[config.mk]
export PLATFORM = sky130hd
export DESIGN_NAME = sorted_priority_queue_core
export DESIGN_NICKNAME = d
export VERILOG_FILES = /design/src/spq_pkg.sv /design/src/spq_cell.sv /design/src/sorted_priority_queue_core.sv
export VERILOG_INCLUDE_DIRS = /design/src /design/src/src
export SDC_FILE = /design/constraint.sdc
export NUM_CORES = 2
export LEC_CHECK = 0
export BUFFER_PORTS_ARGS = -buffer_cell sky130_fd_sc_hd__buf_2
export CAP_MARGIN = 5
export CORE_ASPECT_RATIO = 0.7
export CORE_MARGIN = 2
export CORE_UTILIZATION = 55
export CTS_CLUSTER_SIZE = 30
export DETAILED_ROUTE_END_ITERATION = 8
export PLACE_DENSITY = 0.71
export SLEW_MARGIN = 20
export SYNTH_ARGS = -nofsm -noshare
export SYNTH_HDL_FRONTEND = slang
export SYNTH_SLANG_ARGS = --single-unit
[constraint.sdc]
create_clock -name i_clk -period 6.6 [get_ports i_clk]
set_clock_uncertainty 0.1 [all_clocks]
set_input_delay 0.66 -clock i_clk [delete_from_list [all_inputs] [get_ports i_clk]]
set_output_delay 0.66 -clock i_clk [all_outputs]
set_load 0.005 [all_outputs]
[src/sorted_priority_queue_core_assert.svh]
// ============================================================================
// Sorted priority queue core - assertion macros
// Shorthand for the concurrent checks used inside the queue RTL.
// ============================================================================
`ifndef SORTED_PRIORITY_QUEUE_CORE_ASSERT_SVH
`define SORTED_PRIORITY_QUEUE_CORE_ASSERT_SVH

// same-cycle implication, disabled while reset is asserted
`define SPQ_ASSERT_IMP(lbl, clk, rst_n, ante, cons, msg) \
    lbl: assert property (@(posedge clk) disable iff (!(rst_n)) (ante) |-> (cons)) \
        else $error(msg);

// next-cycle implication, disabled while reset is asserted
`define SPQ_ASSERT_NXT(lbl, clk, rst_n, ante, cons, msg) \
    lbl: assert property (@(posedge clk) disable iff (!(rst_n)) (ante) |=> (cons)) \
        else $error(msg);

`endif

[src/spq_pkg.sv]
// ============================================================================
// Sorted priority queue - package
// Sizes, command codes and the structs passed between the cells.
// ============================================================================
package spq_pkg;

    localparam int CAPACITY       = 16;
    localparam int PRIORITY_WIDTH = 16;
    localparam int ELEMENT_WIDTH  = 16;
    localparam int COUNT_WIDTH    = $clog2(CAPACITY + 1);
    localparam int HEAD_WIDTH     = 17;
    localparam int OUT_COUNT_W    = 5;

    // command codes
    localparam logic [1:0] CMD_INSERT = 2'd0;
    localparam logic [1:0] CMD_REMOVE = 2'd1;
    localparam logic [1:0] CMD_LOOKUP = 2'd2;
    localparam logic [1:0] CMD_CLEAR  = 2'd3;

    // one slot of the queue
    typedef struct packed {
        logic                      valid;
        logic [PRIORITY_WIDTH-1:0] pri;
        logic [ELEMENT_WIDTH-1:0]  elem;
    } t_entry;

    // command broadcast to every cell
    typedef struct packed {
        logic                      fire;
        logic [1:0]                cmd;
        logic                      full;
        logic [PRIORITY_WIDTH-1:0] pri;
        logic [ELEMENT_WIDTH-1:0]  elem;
    } t_req;

    // ripple flags from a cell to the next one toward the tail
    typedef struct packed {
        logic keep;   // this slot stays ahead of a new entry
        logic hit;    // element matched here or in a slot before
    } t_link;

endpackage

[src/spq_cell.sv]
// ============================================================================
// Sorted priority queue - cell
// One slot of the sorted row; shifts toward tail on insert, toward head on remove.
// ============================================================================
module spq_cell (
    input  logic           i_clk,
    input  logic           i_rst_n,
    input  spq_pkg::t_req   i_req,
    input  spq_pkg::t_entry i_left,      // slot nearer the head
    input  spq_pkg::t_link  i_link,      // flags from slot nearer the head
    input  spq_pkg::t_entry i_right,     // slot nearer the tail
    output spq_pkg::t_entry o_entry,
    output spq_pkg::t_link  o_link
);
    import spq_pkg::*;

    logic   r_valid;
    logic   n_valid;
    logic [PRIORITY_WIDTH-1:0] r_pri;
    logic [PRIORITY_WIDTH-1:0] n_pri;
    logic [ELEMENT_WIDTH-1:0]  r_elem;
    logic [ELEMENT_WIDTH-1:0]  n_elem;
    logic   w_keep;
    logic   w_match;

    assign w_keep  = r_valid && (r_pri >= i_req.pri);
    assign w_match = r_valid && (r_elem == i_req.elem);

    assign o_link.keep = w_keep;
    assign o_link.hit  = i_link.hit || w_match;

    assign o_entry.valid = r_valid;
    assign o_entry.pri   = r_pri;
    assign o_entry.elem  = r_elem;

    always_comb begin
        n_valid = r_valid;
        n_pri   = r_pri;
        n_elem  = r_elem;
        if (i_req.fire) begin
            case (i_req.cmd)
                CMD_INSERT: begin
                    if (!i_req.full && !w_keep) begin
                        if (i_link.keep) begin
                            n_valid = 1'b1;
                            n_pri   = i_req.pri;
                            n_elem  = i_req.elem;
                        end else begin
                            n_valid = i_left.valid;
                            n_pri   = i_left.pri;
                            n_elem  = i_left.elem;
                        end
                    end
                end
                CMD_REMOVE: begin
                    if (o_link.hit) begin
                        n_valid = i_right.valid;
                        n_pri   = i_right.pri;
                        n_elem  = i_right.elem;
                    end
                end
                CMD_LOOKUP: begin
                    n_valid = r_valid;
                end
                CMD_CLEAR: begin
                    n_valid = 1'b0;
                end
                default: begin
                    n_valid = r_valid;
                end
            endcase
        end
    end

    always_ff @(posedge i_clk) begin
        if (!i_rst_n) begin
            r_valid <= 1'b0;
        end else begin
            r_valid <= n_valid;
        end
    end

    always_ff @(posedge i_clk) begin
        r_pri  <= n_pri;
        r_elem <= n_elem;
    end

endmodule

[src/sorted_priority_queue_core.sv]
// ============================================================================
// Sorted priority queue core
// Bounded queue of (priority, element) words kept in descending priority order.
// ============================================================================
//
//  Channel   Dir  tdata fields (low bit up)                       tuser
//  --------  ---  ----------------------------------------------  -----
//  s (cmd)   in   priority_req[15:0], element[31:16]              cmd[1:0]
//  m (rsp)   out  found[0], full_drop[1], head_element[18:2],     -
//                 head_priority[35:19], entry_count[40:36],
//                 is_empty[41], zero pad[47:42]
//
//  - One command word per clock while responses drain; its response word is
//    valid the next cycle. All CAPACITY cells compare against the command in
//    parallel, so the whole row updates together whatever the occupancy.
//  - Reset (synchronous, active low) empties the queue; slot payloads keep
//    whatever they held, only the valid bits clear. No word is taken in reset.
//  - The response sits in an output register; a new command is taken while
//    that register is empty or being drained in the same cycle.
//  - The head and count in the response are read from the live state, which
//    only changes when the next command is accepted.
//
module sorted_priority_queue_core (
    input  logic        i_clk,
    input  logic        i_rst_n,
    // command stream
    input  logic        i_s_tvalid,
    output logic        o_s_tready,
    input  logic [31:0] i_s_tdata,    // priority_req[15:0], element[31:16]
    input  logic [1:0]  i_s_tuser,    // cmd[1:0]
    // response stream
    output logic        o_m_tvalid,
    input  logic        i_m_tready,
    output logic [47:0] o_m_tdata     // found, full_drop, head_element,
                                      // head_priority, entry_count, is_empty
);
    import spq_pkg::*;

    `include "sorted_priority_queue_core_assert.svh"

    t_req                   w_req;
    t_entry                 w_entry [CAPACITY];
    t_link                  w_link  [CAPACITY];
    logic [CAPACITY-1:0]    w_valid;
    logic                   w_accept;
    logic                   w_full;
    logic [COUNT_WIDTH-1:0] r_count;
    logic [COUNT_WIDTH-1:0] n_count;
    logic                   r_valid;
    logic                   r_found;
    logic                   r_drop;
    logic [HEAD_WIDTH-1:0]  w_head_elem;
    logic [HEAD_WIDTH-1:0]  w_head_pri;

    // output register free or draining this cycle; closed during reset
    assign o_s_tready = i_rst_n && (!r_valid || i_m_tready);
    assign w_accept   = i_s_tvalid && o_s_tready;
    assign w_full     = (r_count == COUNT_WIDTH'(CAPACITY));

    assign w_req.fire = w_accept;
    assign w_req.cmd  = i_s_tuser;
    assign w_req.full = w_full;
    assign w_req.pri  = i_s_tdata[PRIORITY_WIDTH-1:0];
    assign w_req.elem = i_s_tdata[PRIORITY_WIDTH +: ELEMENT_WIDTH];

    // cell row: index 0 is the head
    genvar g;
    generate
        for (g = 0; g < CAPACITY; g++) begin : g_cell
            t_entry w_left;
            t_link  w_lnk_in;
            t_entry w_right;

            if (g == 0) begin : g_head
                assign w_left         = '0;
                assign w_lnk_in.keep  = 1'b1;   // new entry lands here if slot 0 yields
                assign w_lnk_in.hit   = 1'b0;
            end else begin : g_mid
                assign w_left   = w_entry[g-1];
                assign w_lnk_in = w_link[g-1];
            end

            if (g == CAPACITY - 1) begin : g_tail
                assign w_right = '0;            // empty slot shifts in at the tail
            end else begin : g_body
                assign w_right = w_entry[g+1];
            end

            spq_cell u_cell (
                .i_clk   (i_clk),
                .i_rst_n (i_rst_n),
                .i_req   (w_req),
                .i_left  (w_left),
                .i_link  (w_lnk_in),
                .i_right (w_right),
                .o_entry (w_entry[g]),
                .o_link  (w_link[g])
            );

            assign w_valid[g] = w_entry[g].valid;
        end
    endgenerate

    // occupancy tracking
    always_comb begin
        n_count = r_count;
        if (w_accept) begin
            case (w_req.cmd)
                CMD_INSERT: begin
                    if (!w_full) begin
                        n_count = r_count + 1'b1;
                    end
                end
                CMD_REMOVE: begin
                    if (w_link[CAPACITY-1].hit) begin
                        n_count = r_count - 1'b1;
                    end
                end
                CMD_LOOKUP: begin
                    n_count = r_count;
                end
                CMD_CLEAR: begin
                    n_count = '0;
                end
                default: begin
                    n_count = r_count;
                end
            endcase
        end
    end

    always_ff @(posedge i_clk) begin
        if (!i_rst_n) begin
            r_count <= '0;
            r_valid <= 1'b0;
        end else begin
            r_count <= n_count;
            if (w_accept) begin
                r_valid <= 1'b1;
            end else if (i_m_tready) begin
                r_valid <= 1'b0;
            end
        end
    end

    // response flags, captured with the command
    always_ff @(posedge i_clk) begin
        if (w_accept) begin
            r_found <= ((w_req.cmd == CMD_REMOVE) || (w_req.cmd == CMD_LOOKUP))
                       && w_link[CAPACITY-1].hit;
            r_drop  <= (w_req.cmd == CMD_INSERT) && w_full;
        end
    end

    // head snapshot, all ones when empty
    assign w_head_elem = (r_count == '0) ? '1 : HEAD_WIDTH'(w_entry[0].elem);
    assign w_head_pri  = (r_count == '0) ? '1 : HEAD_WIDTH'(w_entry[0].pri);

    assign o_m_tvalid = r_valid;
    assign o_m_tdata  = {6'd0,
                         (r_count == '0),
                         OUT_COUNT_W'(r_count),
                         w_head_pri,
                         w_head_elem,
                         r_drop,
                         r_found};

    // checks
    `SPQ_ASSERT_IMP(a_count_matches_cells, i_clk, i_rst_n, 1'b1,
                    $countones(w_valid) == 32'(r_count),
                    "occupancy differs from number of valid cells")
    `SPQ_ASSERT_IMP(a_valid_packed_at_head, i_clk, i_rst_n, 1'b1,
                    (w_valid & (w_valid + 1'b1)) == '0,
                    "valid cells not contiguous from head")
    `SPQ_ASSERT_NXT(a_clear_empties, i_clk, i_rst_n,
                    w_accept && (w_req.cmd == CMD_CLEAR), r_count == '0,
                    "clear left entries behind")
    `SPQ_ASSERT_NXT(a_full_insert_holds, i_clk, i_rst_n,
                    w_accept && (w_req.cmd == CMD_INSERT) && w_full,
                    $stable(w_valid) && r_drop,
                    "insert into full queue changed state")

endmodule

* Word level (Yosys, flattened, before mapping)
Cells that the tools add are included.
** Operators by class
- $add $sub $neg :: 2
- Magnitude comparators :: 16
- Equality and inequality tests :: 53
- Mux-type cells :: 195
- Bitwise operators :: 1
- Reductions and logical operators :: 124
** Operators by type and width (count)
- $mux W16 :: 93
- $pmux W16 S2 :: 32
- $eq A16 B16 Y1 :: 16
- $ge A16 B16 Y1 :: 16
- $reduce_and A4 Y1 :: 33
- $ne A2 B1 Y1 const B :: 31
- $logic_and A1 B1 Y1 :: 52
- $mux W1 :: 49
- $pmux W1 S3 :: 16
- $mux W17 :: 2
- $logic_not A1 Y1 :: 18
- $logic_or A1 B1 Y1 :: 17
- $pmux W5 S3 :: 1
- $mux W5 :: 2
- $add A5 B1 Y5 const B :: 1
- $eq A5 B5 Y1 const B :: 1
- $logic_not A5 Y1 :: 1
- $sub A5 B1 Y5 const B :: 1
- $eq A2 B2 Y1 const B :: 2
- $ne A2 B2 Y1 const B :: 2
- $reduce_bool A2 Y1 :: 2
- $eq A2 B1 Y1 const B :: 1
- $logic_not A2 Y1 :: 1
- $not A1 Y1 :: 1
** Storage, ports and cells
- Flip-flop bits (word level) :: 536
- Output and inout port bits :: 50
- Word-level logic and storage cells :: 443

* Logic depth before layout (Yosys ltp)
- Word-level depth :: 19
- Depth in mapped cells :: 14

* Modules after synthesis
Synthesis repeated with hierarchy kept, for this count alone.
** Second synthesis, totals
- Cells, all modules :: 3889
- Area total of the unflattened synthesis :: 38466.9 um^2
** By module, submodules not included
- spq_cell (g_cell[0].u_cell ...) :: times used 9, cells an instance 233, area each 2344.7 um^2, seq. area each 980.9 um^2
- spq_cell (g_cell[3].u_cell ...) :: times used 7, cells an instance 239, area each 2351.0 um^2, seq. area each 980.9 um^2
- sorted_priority_queue_core :: times used 1, cells an instance 119, area each 907.1 um^2, seq. area each 180.2 um^2

* Worst setup path after synthesis
Ideal clock, no wire load.
- Kind :: input-to-reg
- From :: input i_s_tdata[1]
- To :: register g_cell[9].u_cell.r_elem[0], enable pin
- Setup time :: 474 ps
- Arrival time :: 5568 ps
- Data required time :: 6026 ps
- Setup slack :: 457 ps
- Stages on the path :: 11
- Buffers on the path :: 3
- Cell sequence :: clkbuf_1 > clkbuf_1 > inv_1 > ha_1 > a21o_1 > a21oi_1 > o21ai_0 > a2111oi_0 > o211ai_1 > buf_2 > a221oi_1
** On the way
- Longest elaborated chain between the ends :: 6
** RTL lines
- start: declaration :: RTL line sorted_priority_queue_core.sv:29 : input logic [31:0] i_s_tdata,
- $ge A16 B16 Y1 :: RTL line spq_cell.sv:26 : assign w_keep = r_valid && (r_pri >= i_req.pri);
- $logic_and A1 B1 Y1 :: RTL line spq_cell.sv:26
- $logic_not A1 Y1 :: RTL line spq_cell.sv:43 : if (!i_req.full && !w_keep) begin
- $logic_and A1 B1 Y1 :: RTL line spq_cell.sv:43
- $ne A2 B1 Y1 (no source line)
- $reduce_and A4 Y1 (no source line)
- end signal: assignment :: RTL line spq_cell.sv:85 : r_elem <= n_elem;
- end: declaration :: RTL line spq_cell.sv:21 : logic [ELEMENT_WIDTH-1:0] r_elem;
Every way passes these cells.
A chain may end at the register's enable or synchronous reset.

* Worst setup path in the final report
- From :: input i_s_tdata[0]
- To :: register g_cell[8].u_cell.r_elem[9], enable pin
** On the way
- Longest elaborated chain between the ends :: 6
** RTL lines (RTL line)
- $ge A16 B16 Y1 :: spq_cell.sv:26
- $logic_and A1 B1 Y1 :: spq_cell.sv:26
- $logic_not A1 Y1 :: spq_cell.sv:43
- $logic_and A1 B1 Y1 :: spq_cell.sv:43
- $ne A2 B1 Y1 (no source line)
- $reduce_and A4 Y1 (no source line)
- end signal: assignment :: spq_cell.sv:85
- end: declaration :: spq_cell.sv:21
Every way passes these cells.

==> run metrics <==
Synth area leader edfxtp_1; CTS clock-pin slew for the worst setup and hold paths 0.06 ns; status finished clean; total number of vias 29100; cells after synthesis 3746; Finish-stage setup viols 0; YS warnings 0; Worst EP required 6.78 ns; initial antenna violation count 1; Synth top cells by count o21ai_0, nand2_1, edfxtp_1, mux2i_1, ha_1; total negative setup slack 0 ns; crit path launch type input pin; Synth Cell Area 37400 sq um; CP Capture Type flip-flop; pwr dens 211 nW/um^2; Fmax 0.239 GHz; HPWL after DPL 76.8 mm; Top FF cell, synth edfxtp_1; global route total overflow 0; CP cell instances buf_2 -> buf_4 -> ha_1 -> nand2b_1 -> a21o_1 -> a21oi_1 -> o21ai_0 -> a2111oi_0 -> o211ai_1 -> buf_4 -> a211oi_4 -> buf_4; async set-reset flop share out of synthesis 0; crit share post-route 0.634; WP buf/inv 4; non-filler instance count after layout 4592; dpl cells 4483; cell repeated most along the worst path buf_4; Core Box Area 66800 sq um; Power Total 8.47 mW; die area 70100 sq um; number of DRC markers in iteration 0 4010; top cell type's share of synthesized area 0.413; Yosys reg bits 536; Crit Path Class in2reg; Routed WL 105 mm; DRT Pass-1 Iters 6; WL/cell 22.9 microns; boundary pin count 88; number of enable flip-flop cells after synthesis 514; CTS max path bufs 3; Final Slew Violations 0; fin nets 3953; H-tree Lvls 2; relative slew slack 0.262; top post-synthesis cells by area edfxtp_1, mux2i_1, ha_1; peak fanout along the critical path 34; final count of hold timing violations 0; postcts setup bufs 0; Final min period 4.18 ns; layout cells sized above 1 0.102; filler cell count 5733; Synth cell types 77; measured slew at the worst slew-check pin 1.11 ns; drt via density 6.34; CP max stage delay 0.71 ns; TritonCTS clock tree built; vias in the first global route 27200; slowest library cell on the worst path a2111oi_0; Initial Utilization 0.559; max cap viols 0; num rows 79; Clock Latency Late Sink 0.64 ns; syn avg cell area 9.97 sq um; unrepaired setup endpoints after global routing false; Clock Sinks 536; GRT Util Overall 0.294; PnR worst setup slack 2.42 ns; post-synthesis sequential area ratio 0.425; CTS buffer count 57; count leader, synth o21ai_0; die width 316 microns; die height 222 microns; IO buf count 81; first-pass GRT wire length 162 mm; CP delay by family, top compound AO/OA/AOI/OAI gates; pin count of the biggest net entering global routing 189; worst vdd ir 183 uV; routability cong. 0.903; worst path arrival time 4.37 ns; worst min-delay path class in2reg; pre-CTS WS 1.77 ns; hold_ws 0.187 ns; Syn-to-layout area delta 7.39%; post_cts resized 0; CTS Root Cell clkbuf_16; cts hold-fix bufs 0; LEAKAGE 13.9 nW; Routed Antenna Nets 0; residual DRC count 0
==> kinds of logic (layout without fill, tap and decap cells) <==
logic type	after synthesis	count (layout)	synth area share
fa+ha+maj	264	264	0.0886
other cells	1	8	0.000100
compound gates	944	944	0.152
buf+inv	376	324	0.0476
xor+xnor	259	259	0.0611
simple gates	986	986	0.123
mux	380	380	0.102
flops	536	536	0.425
==> per-layer routing <==
metal | GRT usage | routed length [microns]
met5 | 0 | 0
met1 | 0.479 | 49700
met2 | 0.390 | 41000
met3 | 0.0694 | 12900
met4 | 0.0538 | 1440
==> worst reg2reg max path: stages, from the launching register on <==
cell,delay (ns)
edfxtp_1,0.51
xnor2_1,0.41
nand4_1,0.15
or4b_1,0.53
o41ai_2,0.62
o21a_1,0.80
buf_4,0.39
==> report_power, final <==
| part | switching [mW] | internal, mW |
|---|---|---|
| Clock | 1.43 | 1.96 |
| Combinational | 0.739 | 0.402 |
| Sequential | 0.0893 | 3.85 |
==> area by class of cell <==
class | instances | area, sq um | area share
diodes | 2 | 5.00 | 0.000125
well taps | 891 | 1110 | 0.0278
flip-flops and latches | 536 | 15900 | 0.396
multi-input cells | 2839 | 20000 | 0.498
inverters | 57 | 214 | 0.00533
clock inverters | 19 | 251 | 0.00627
clock buffers | 88 | 1660 | 0.0415
repair buffers | 160 | 1010 | 0.0252
==> sequential cells by signal (all words and copies together), names as in the netlist <==
signal                 cells
r_count                    5
r_drop                     1
g_cell.u_cell.r_pri      256
o_m_tvalid                 1
r_found                    1
g_cell.u_cell.r_elem     256
g_cell.u_cell.r_valid     16
==> path summary, 6_finish.rpt <==
kind                               startpoint                         end  slack, ns  cells after the start
hold reg to reg      g_cell[9].u_cell.r_valid    g_cell[9].u_cell.r_valid       0.38                      2
setup / recovery                 i_s_tdata[0]  g_cell[8].u_cell.r_elem[9]       2.42                     12
hold / removal                     i_s_tvalid                  o_m_tvalid       0.19                      3
setup reg to reg  g_cell[14].u_cell.r_elem[1]  g_cell[14].u_cell.r_pri[1]       2.75                      6
==> placed cells by master (no fill, tap or decap), types with 35 or more instances in the layout <==
master / count
a21o_1: 65
xor2_1: 141
mux2i_1: 362
nor4_1: 37
nor3_1: 54
o21ai_0: 537
nand4_1: 48
buf_2: 81
inv_1: 55
clkbuf_16: 58
or2_2: 35
a31oi_1: 41
ha_1: 261
xnor2_1: 116
a21oi_1: 113
nand3_1: 82
nor2_1: 70
nand2_1: 533
edfxtp_1: 514
buf_4: 78
==> stage by stage <==
| step | util | cell area (sq um) |
|---|---|---|
| floorplan | - | 37400 |
| global placement | 0.572 | 38200 |
| detailed placement | 0.572 | 38200 |
| CTS | 0.600 | 40100 |
| global route | 0.600 | 40100 |
| finish | 0.601 | 40100 |
No activity file was read; power rests on OpenSTA's default activity.
